**src/hw/rtl/avst_pkg.sv**
```systemverilog
package avst_pkg;

  localparam int REG_W       = 16;
  localparam int OUT_W       = 32;
  localparam int CFG_INDEX_W = 3;
  localparam int ROUND_SHIFT = 7;
  localparam int ROUND_ADD   = 64;

  localparam logic [REG_W-1:0] GAIN_RESET    = 16'd256;
  localparam logic [REG_W-1:0] BIAS_RESET    = 16'd0;
  localparam logic [REG_W-1:0] READOUT_RESET = 16'd0;
  localparam logic [REG_W-1:0] SCALE_RESET   = 16'd128;

  typedef enum logic [CFG_INDEX_W-1:0] {
    CFG_GAIN    = 3'd0,
    CFG_BIAS    = 3'd1,
    CFG_READOUT = 3'd2,
    CFG_SCALE   = 3'd3
  } cfg_reg_t;

  // flags that ride alongside a pixel through the pipeline
  typedef struct packed {
    logic last;
    logic clamped;
  } side_t;

endpackage

```
**src/hw/rtl/avst_sqrt_pipe.sv**
```systemverilog
module avst_sqrt_pipe #(
  parameter int ROOT_W = 24
) (
  input  logic                  clk,
  input  logic                  rst,
  input  logic                  in_valid,
  input  logic [2*ROOT_W-1:0]   in_rad,
  input  avst_pkg::side_t       in_side,
  output logic                  out_valid,
  output logic [ROOT_W-1:0]     out_root,
  output avst_pkg::side_t       out_side
);

  localparam int SQ_W  = 2 * ROOT_W;
  localparam int REM_W = ROOT_W + 2;

  // index k holds the input of stage k; stage k registers into k+1
  logic                  valid_q [0:ROOT_W];
  logic [ROOT_W-1:0]     root_q  [0:ROOT_W];
  avst_pkg::side_t       side_q  [0:ROOT_W];
  logic [REM_W-1:0]      rem_q   [0:ROOT_W-1];
  logic [SQ_W-1:0]       x_q     [0:ROOT_W-1];

  assign valid_q[0] = in_valid;
  assign root_q[0]  = '0;
  assign side_q[0]  = in_side;
  assign rem_q[0]   = '0;
  assign x_q[0]     = in_rad;

  for (genvar k = 0; k < ROOT_W; k++) begin : g_stage
    logic [REM_W-1:0] rem_sh;
    logic [REM_W-1:0] trial;
    logic             take;

    // top bits of rem are always zero here, so dropping them is safe
    assign rem_sh = {rem_q[k][ROOT_W-1:0], x_q[k][SQ_W-1 -: 2]};
    assign trial  = {root_q[k], 2'b01};
    assign take   = (rem_sh >= trial);

    always_ff @(posedge clk) begin
      if (rst) begin
        valid_q[k+1] <= 1'b0;
      end else begin
        valid_q[k+1] <= valid_q[k];
      end
    end

    always_ff @(posedge clk) begin
      root_q[k+1] <= {root_q[k][ROOT_W-2:0], take};
      side_q[k+1] <= side_q[k];
    end

    if (k < ROOT_W - 1) begin : g_carry
      always_ff @(posedge clk) begin
        rem_q[k+1] <= take ? (rem_sh - trial) : rem_sh;
        x_q[k+1]   <= {x_q[k][SQ_W-3:0], 2'b00};
      end
    end
  end

  assign out_valid = valid_q[ROOT_W];
  assign out_root  = root_q[ROOT_W];
  assign out_side  = side_q[ROOT_W];

endmodule

```
**src/hw/rtl/anscombe_variance_stabiliser_core.sv**
```systemverilog
// Generalised Anscombe transform, one pixel per request.
//   out = scale * sqrt(gain*(pixel - bias) + readout^2 + 0.375*gain^2)
// Input: a request is taken on a rising edge with start high and busy low.
//   busy stays low, so a pixel can be issued on every cycle.
// Config: cfg_valid/cfg_ready write port, cfg_index selects gain (0), bias (1),
//   readout noise (2) or output scale (3); other indexes are ignored. Only
//   write while no pixel is in flight. cfg_ready is always high.
// Output: result_valid strobes for one cycle with stabilised_value (Q20.12,
//   saturating), radicand_clamped and last_out. There is no back-pressure;
//   the receiver must take every result as it appears.
// Stages: products, radicand sum, one square-root bit per stage, scale
//   multiply, round/saturate.
// Throughput: one pixel per cycle, fixed by the fully pipelined root.
// Reset: rst (synchronous) empties the pipeline and loads gain = 1.0,
//   bias = 0, readout noise = 0, scale = 0.5.
module anscombe_variance_stabiliser_core #(
  parameter int PIXEL_BITS = 16
) (
  input  logic                                clk,
  input  logic                                rst,
  input  logic                                start,
  output logic                                busy,
  input  logic [PIXEL_BITS-1:0]               pixel_value,
  input  logic                                last_in,
  input  logic                                cfg_valid,
  output logic                                cfg_ready,
  input  logic [avst_pkg::CFG_INDEX_W-1:0]    cfg_index,
  input  logic [avst_pkg::REG_W-1:0]          cfg_data,
  output logic                                result_valid,
  output logic [avst_pkg::OUT_W-1:0]          stabilised_value,
  output logic                                radicand_clamped,
  output logic                                last_out
);

  localparam int REG_W   = avst_pkg::REG_W;
  localparam int OUT_W   = avst_pkg::OUT_W;
  localparam int DIFF_W  = ((PIXEL_BITS > REG_W) ? PIXEL_BITS : REG_W) + 1;
  localparam int GD_W    = DIFF_W + REG_W + 1;
  localparam int RAD_W   = GD_W + 12;
  localparam int X_W     = RAD_W + 2;
  localparam int ROOT_W  = (X_W + 1) / 2;
  localparam int SQ_W    = 2 * ROOT_W;
  localparam int PROD_W  = ROOT_W + REG_W;
  localparam int SUM_W   = PROD_W + 1;
  localparam int SH_W    = SUM_W - avst_pkg::ROUND_SHIFT;
  localparam int LATENCY = ROOT_W + 4;

  logic [REG_W-1:0] gain_q8;
  logic [REG_W-1:0] bias_level;
  logic [REG_W-1:0] readout_noise_q8;
  logic [REG_W-1:0] output_scale_q8;

  assign busy      = 1'b0;
  assign cfg_ready = 1'b1;

  always_ff @(posedge clk) begin
    if (rst) begin
      gain_q8          <= avst_pkg::GAIN_RESET;
      bias_level       <= avst_pkg::BIAS_RESET;
      readout_noise_q8 <= avst_pkg::READOUT_RESET;
      output_scale_q8  <= avst_pkg::SCALE_RESET;
    end else if (cfg_valid && cfg_ready) begin
      unique case (cfg_index)
        avst_pkg::CFG_GAIN:    gain_q8          <= cfg_data;
        avst_pkg::CFG_BIAS:    bias_level       <= cfg_data;
        avst_pkg::CFG_READOUT: readout_noise_q8 <= cfg_data;
        avst_pkg::CFG_SCALE:   output_scale_q8  <= cfg_data;
        default: ;
      endcase
    end
  end

  // stage 1: the three products
  logic                     v1;
  logic signed [GD_W-1:0]   gd_q;
  logic [2*REG_W-1:0]       rr_q;
  logic [2*REG_W-1:0]       gg_q;
  logic                     last1;
  logic signed [DIFF_W-1:0] diff_s;

  assign diff_s = $signed(DIFF_W'(pixel_value)) - $signed(DIFF_W'(bias_level));

  always_ff @(posedge clk) begin
    if (rst) begin
      v1 <= 1'b0;
    end else begin
      v1 <= start && !busy;
    end
  end

  always_ff @(posedge clk) begin
    gd_q  <= $signed({1'b0, gain_q8}) * diff_s;
    rr_q  <= readout_noise_q8 * readout_noise_q8;
    gg_q  <= gain_q8 * gain_q8;
    last1 <= last_in;
  end

  // stage 2: radicand, Q.19, then clamp and scale by 8 for the root
  logic                    v2;
  logic [SQ_W-1:0]         x2;
  avst_pkg::side_t         side2;
  logic signed [RAD_W-1:0] rad_s;

  always_comb begin
    rad_s = (RAD_W'(gd_q) <<< 11)
          + $signed(RAD_W'({rr_q, 3'b000}))
          + $signed(RAD_W'(gg_q))
          + $signed(RAD_W'({gg_q, 1'b0}));
  end

  always_ff @(posedge clk) begin
    if (rst) begin
      v2 <= 1'b0;
    end else begin
      v2 <= v1;
    end
  end

  always_ff @(posedge clk) begin
    side2.last    <= last1;
    side2.clamped <= rad_s[RAD_W-1];
    if (rad_s[RAD_W-1]) begin
      x2 <= '0;
    end else begin
      x2 <= SQ_W'({rad_s[RAD_W-2:0], 3'b000});
    end
  end

  logic              vr;
  logic [ROOT_W-1:0] root;
  avst_pkg::side_t   sider;

  avst_sqrt_pipe #(
    .ROOT_W (ROOT_W)
  ) u_sqrt (
    .clk       (clk),
    .rst       (rst),
    .in_valid  (v2),
    .in_rad    (x2),
    .in_side   (side2),
    .out_valid (vr),
    .out_root  (root),
    .out_side  (sider)
  );

  // scale multiply
  logic              vm;
  logic [PROD_W-1:0] prod_q;
  avst_pkg::side_t   sidem;

  always_ff @(posedge clk) begin
    if (rst) begin
      vm <= 1'b0;
    end else begin
      vm <= vr;
    end
  end

  always_ff @(posedge clk) begin
    prod_q <= root * output_scale_q8;
    sidem  <= sider;
  end

  // round to Q.12 and saturate
  logic [SUM_W-1:0] rounded;
  logic [SH_W-1:0]  shifted;

  assign rounded = SUM_W'(prod_q) + SUM_W'(avst_pkg::ROUND_ADD);
  assign shifted = rounded[SUM_W-1:avst_pkg::ROUND_SHIFT];

  always_ff @(posedge clk) begin
    if (rst) begin
      result_valid <= 1'b0;
    end else begin
      result_valid <= vm;
    end
  end

  always_ff @(posedge clk) begin
    if (|shifted[SH_W-1:OUT_W]) begin
      stabilised_value <= '1;
    end else begin
      stabilised_value <= shifted[OUT_W-1:0];
    end
    radicand_clamped <= sidem.clamped;
    last_out         <= sidem.last;
  end

endmodule

```
**config.mk**
```make
export PLATFORM = sky130hd
export DESIGN_NAME = anscombe_variance_stabiliser_core
export DESIGN_NICKNAME = d
export VERILOG_FILES = /design/src/hw/rtl/avst_pkg.sv /design/src/hw/rtl/avst_sqrt_pipe.sv /design/src/hw/rtl/anscombe_variance_stabiliser_core.sv
export SDC_FILE = /design/constraint.sdc
export NUM_CORES = 2
export LEC_CHECK = 0
export ABC_AREA = 1
export BUFFER_PORTS_ARGS = -buffer_cell sky130_fd_sc_hd__buf_4
export CAP_MARGIN = 20
export CORE_AREA = 8 8 473 475
export CTS_CLUSTER_DIAMETER = 200
export CTS_CLUSTER_SIZE = 10
export DETAILED_ROUTE_END_ITERATION = 8
export DIE_AREA = 0 0 481 483
export PLACE_DENSITY_LB_ADDON = 0.3
export SLEW_MARGIN = 20
export SYNTH_ARGS = -nofsm -noshare
export SYNTH_HDL_FRONTEND = slang
export SYNTH_SLANG_ARGS = --single-unit
```
**constraint.sdc**
```tcl
create_clock -name clk -period 12.75 [get_ports clk]
set_input_delay 1.275 -clock clk [delete_from_list [all_inputs] [get_ports clk]]
set_output_delay 1.275 -clock clk [all_outputs]
set_load 0.02 [all_outputs]
```
== After elaboration in Yosys (flattened, before gate mapping) ==
Cells that the tools add are included.

* Register bits after elaboration: 1748
* Bits of input ports: 40
* Logic and storage cells: 253
* Output and inout port bits: 37

* Reduce and logical (&&, ||, !) cells: 6
* Mux-type cells: 23
* Multiply operators: 4
* $lt $le $gt $ge: 24
* Equal/unequal tests: 3
* Add/subtract/negate cells: 28

{| class="wikitable"
|+ Operators by type and width
! cell !! count
|-
| $mux W24 || 22
|-
| $mul A16 B16 Y32 || 2
|-
| $add A45 B36 Y46 || 1
|-
| $add A46 B33 Y46 || 1
|-
| $add A46 B34 Y46 || 1
|-
| $add A40 B7 Y41 const B || 1
|-
| $mul A24 B16 Y40 || 1
|-
| $mul A17 B17 Y34 || 1
|-
| $ge A26 B10 Y1 || 1
|-
| $ge A26 B11 Y1 || 1
|-
| $ge A26 B12 Y1 || 1
|-
| $ge A26 B13 Y1 || 1
|-
| $ge A26 B14 Y1 || 1
|-
| $ge A26 B15 Y1 || 1
|-
| $ge A26 B16 Y1 || 1
|-
| $ge A26 B17 Y1 || 1
|-
| $ge A26 B18 Y1 || 1
|-
| $ge A26 B19 Y1 || 1
|-
| $ge A26 B20 Y1 || 1
|-
| $ge A26 B21 Y1 || 1
|-
| $ge A26 B22 Y1 || 1
|-
| $ge A26 B23 Y1 || 1
|-
| $ge A26 B24 Y1 || 1
|-
| $ge A26 B25 Y1 || 1
|-
| other kinds (38) || 42
|}

== Depth between registers and ports, before layout ==
* Depth in word-level cells: 3
* Mapped depth: 33
* Depth with buffers taken out: 32

== Cells and area by module ==
From an unflattened synthesis, not the netlist that was laid out.

* Cells, all modules: 14827
* Area total of the unflattened synthesis: 112839.5 µm²

{| class="wikitable"
|+ By module, submodules not included
! module !! sequential area each (µm²) !! cells an instance !! area each (µm²) !! times used
|-
| avst_sqrt_pipe || 28947.8 || 8554 || 63126.8 || 1
|-
| anscombe_variance_stabiliser_core || 5625.4 || 6273 || 49712.7 || 1
|}

== Worst setup path after synthesis ==
OpenSTA, ideal clock, no wires.

* Kind: input to register
* From: in pixel_value[0]
* To: reg gd_q[21]
* Setup slack: 5.175 ns
* Arrival time: 7.453 ns
* Required time: 12.628 ns
* Library setup time: 0.122 ns
* Stages: 31
* Cell sequence: inv_1 -> ha_1 -> fa_1 -> o21ai_2 -> a21oi_2 -> o21ai_2 -> nand2_1 -> nand3b_1 -> buf_2 -> nand3_1 -> fa_1 -> inv_1 -> fa_1 -> inv_1 -> fa_1 -> inv_1 -> fa_1 -> fa_1 -> inv_1 -> fa_1 -> inv_1 -> ha_1 -> nand2_1 -> inv_1 -> a21oi_1 -> inv_1 -> a21oi_1 -> o21ai_0 -> nand2_1 -> nand2_1 -> xor2_1

* Cells in the longest elaborated chain, start to end: 2

{| class="wikitable"
|+ RTL lines
! element !! RTL line !! RTL
|-
| start: declaration || anscombe_variance_stabiliser_core.sv:23 || <nowiki>input logic [PIXEL_BITS-1:0] pixel_value,</nowiki>
|-
| $sub A16 B16 Y17 || anscombe_variance_stabiliser_core.sv:81 || <nowiki>assign diff_s = $signed(DIFF_W'(pixel_value)) - $signed(DIFF_W'(bias_level));</nowiki>
|-
| $mul A17 B17 Y34 || anscombe_variance_stabiliser_core.sv:92 || <nowiki>gd_q <= $signed({1'b0, gain_q8}) * diff_s;</nowiki>
|-
| end signal: assignment || anscombe_variance_stabiliser_core.sv:92 ||
|-
| end: declaration || anscombe_variance_stabiliser_core.sv:75 || <nowiki>logic signed [GD_W-1:0] gd_q;</nowiki>
|}

Every way passes these cells.
A chain may end at the register's enable or synchronous reset.

== Worst setup path in the final report ==
Same ends and word-level chain as after synthesis.

==> flow_summary.json <==
{
  "internal-power_w": 0.0126,
  "dr.first_iter.drc_count": 6278,
  "powerDensity_nw_per_um2": 191,
  "grt_usage": 0.241,
  "reg2regPathDepth": 29,
  "cp_max_fo": 15,
  "cts_max_level": 4,
  "timing.rr.end": "gd_q[21]$_DFF_P_",
  "via_count": 85300,
  "drc_errors": 0,
  "syn-cell-area_um2": 108000,
  "place_hpwl_um": 225000,
  "ir_drop_uv": 143,
  "fin_worst_skew_ns": 0.0486,
  "r2r_start": "bias_level[0]$_SDFFE_PP0P_",
  "holdWs_ns": 0.295,
  "synth_top_cell_by_area": "dfxtp_1",
  "cts.reportedPaths.clkPinSlew_ns": 0.05,
  "fin_crit_ns": 7.85,
  "cts_setup_buffers": 0,
  "hold_path.startpoint": "u_sqrt.x_q[753]$_DFF_P_",
  "fin_crit_sh": 0.615,
  "final_hold_viol_count": 0,
  "dieWidth_um": 481,
  "final_common_cell": "nand2_1",
  "synthFlopType": "dfxtp_1",
  "syn_to_final_growth_pct": 7.34,
  "rows": 171,
  "nets": 15500,
  "whs_endpoint": "u_sqrt.x_q[707]$_DFF_P_",
  "core_area_um2": 216000,
  "drt-wirelength-per-cell_um": 16.9,
  "drt_wl_total_um": 282000,
  "cts_tree": "built",
  "tightest_slew_ns": 1.11,
  "die_h_um": 483,
  "yosys_warnings": 0,
  "cp_common_cell": "inv_1",
  "setup.worst_path.class": "in2reg",
  "arrival_ns": 8.54,
  "drt_first_pass_iters": 8,
  "syn-instance-count": 13800,
  "cts.sinks": 1637,
  "p_sw_frac": 0.428,
  "rrSetupSlack_ns": 5.16,
  "worst_setup_path_end_kind": "flip-flop",
  "gp_congestion": 0.954,
  "ys_seq_area_frac": 0.305,
  "io_buffers": 74,
  "n_fill_cell": 20700,
  "final-setup-viol-count": 0,
  "cts-root-buf": "clkbuf_16",
  "p_leak_nw": 62.8,
  "synth_edf_count": 0,
  "switchingPower_w": 0.00944,
  "post-route-util": 0.534,
  "max_freq_mhz": 127,
  "cts_hold_buf": 0,
  "cts_buffers": 181,
  "synth_area_leaders": "dfxtp_1, fa_1, nand2_1",
  "drv_cap": 0,
  "cts_resized": 0,
  "slew_headroom": 0.261,
  "hp-class": "reg2reg",
  "worst_skew_pair.late_latency_ns": 0.82,
  "antenna_found_initial": 14,
  "grt_pass1_vias": 84700,
  "slew_violations": 0,
  "rsz0062_at_grt": "no",
  "gr-total-overflow": 0,
  "cpPeakStageDelay_ns": 0.59,
  "viasPerCell": 5.12,
  "die-area_um2": 232000,
  "seqPwrFrac": 0.356,
  "ios": 77,
  "ys_ff_latch": 1637,
  "ant_nets": 0,
  "worst_ep_required_time_ns": 13.44,
  "status": "complete, no violations",
  "comb_power_share": 0.437,
  "synth.avg_cell_area_um2": 7.81,
  "fin_area_um2": 115000,
  "crit_path_start_kind": "input port",
  "startpoint": "pixel_value[0]",
  "clkPwrFrac": 0.206,
  "synth_top_area_frac": 0.305,
  "grt_max_degree": 65,
  "clockBufferDepth": 3,
  "postSynth.asyncResetShare": 0,
  "fin_total_pwr_w": 0.0221,
  "holdPathStages": 0,
  "drive_gt1_frac": 0.0400,
  "grt_pass1_wl_um": 455000,
  "initial_utilization": 0.498,
  "critPathSlowestCell": "fa_1",
  "layout_common_cells": "nand2_1, inv_1, dfxtp_1",
  "place_area_um2": 110000,
  "fin_tns_setup_ns": 0,
  "synth.distinct_cells": 78
}
-- flip-flops by register name, summed over array words and instances (netlist names), 2 cells and up --
signal and flops:
gg_q 31, gain_q8 16, sidem 2, u_sqrt.g_stage.trial 276, readout_noise_q8 16, output_scale_q8 16
u_sqrt.side_q 46, u_sqrt.valid_q 23, x2 44, u_sqrt.g_stage.rem_sh 564, u_sqrt.out_side 2, rr_q 31
side2 2, stabilised_value 32, gd_q 34, u_sqrt.x_q 420, prod_q 34, u_sqrt.out_root 24
bias_level 16
-- through the flow --
stage,std cells,setup slack [ns]
2_1_floorplan,13800,5.17
3_3_place_gp,16400,4.19
3_5_place_dp,16400,4.15
4_1_cts,16600,5.02
5_1_grt,16600,4.51
6_report,16700,4.90
-- power groups by stage --
stage / logic, W / registers (W) / clock network, W
CTS: 0.00959 / 0.00786 / 0.00469
global placement: 0.00949 / 0.00794 / 0
global route: 0.0109 / 0.00801 / 0.00489
floorplan: 0.00708 / 0.00746 / 0
detailed placement: 0.00951 / 0.00795 / 0
finish: 0.00965 / 0.00786 / 0.00455
-- kinds of logic after synthesis --
| family | Yosys count | share of synthesized area |
|---|---|---|
| xor+xnor | 444 | 0.0365 |
| flops | 1637 | 0.305 |
| compound gates | 1326 | 0.0690 |
| other cells | 2 | 0.0000698 |
| simple gates | 5711 | 0.222 |
| fa+ha+maj | 1718 | 0.262 |
| mux | 1 | 0.000105 |
| buf+inv | 2931 | 0.106 |
-- layer usage --
metal / track usage / vias up / routed length [µm]
met5: 0 / - / 48
met4: 0.0868 / 8 / 10600
met3: 0.0343 / 518 / 17400
met2: 0.390 / 2526 / 127000
met1: 0.329 / 40000 / 127000
li1: - / 42300 / -
-- worst max path at each step --
stage                       endpoint  slack [ns]  cells after the start
floorplan           gd_q[21]$_DFF_P_        5.17                     31
global placement    gd_q[33]$_DFF_P_        4.19                     32
detailed placement  gd_q[21]$_DFF_P_        4.15                     31
CTS                 gd_q[21]$_DFF_P_        5.02                     31
global route        gd_q[21]$_DFF_P_        4.51                     31
finish              gd_q[21]$_DFF_P_        4.90                     31
-- cell usage after synthesis, types with 5 or more instances --
library cell / count
o211ai_1: 24
inv_2: 23
nor2_4: 6
nand3_1: 612
a31oi_1: 13
nor2_1: 1137
o21ai_0: 388
nand2_2: 19
nor3b_1: 8
a211oi_1: 5
buf_2: 46
nand4_1: 222
or2_1: 19
nor4_1: 40
o21ai_2: 45
or2_2: 51
and2_1: 11
buf_4: 16
buf_1: 9
buf_6: 29
a21boi_0: 11
nand2_4: 6
ha_1: 823
nand2_1: 3358
fa_1: 895
nor3_2: 5
o21bai_1: 38
xnor2_1: 166
xor2_1: 275
dfxtp_1: 1637
a21oi_2: 25
nor3_1: 126
clkbuf_1: 191
clkinv_1: 7
a21o_1: 40
inv_1: 2607
a21oi_1: 653
o21ai_1: 35
nand3_2: 12
o2111ai_1: 5
nand3b_1: 47
nor2_2: 16
o21a_1: 23
-- layout make-up --
| cell class | instances | area, µm² | share of cell area |
|---|---|---|---|
| multi-input cells | 9206 | 63400 | 0.550 |
| flip-flops and latches | 1637 | 32800 | 0.284 |
| inverters | 2638 | 9900 | 0.0858 |
| clock buffers | 181 | 4530 | 0.0392 |
| well taps | 2854 | 3570 | 0.0309 |
| repair buffers | 109 | 818 | 0.00709 |
| clock inverters | 16 | 348 | 0.00301 |
| diodes | 11 | 27.5 | 0.000238 |
-- worst max-delay path: cells and delay by family --
family,cells,cell delay [ns]
compound gates,6,1.29
xor+xnor,1,0.15
fa+ha+maj,9,4.13
buf+inv,9,0.49
simple gates,6,1.19
(Power assumes the default switching activity.)
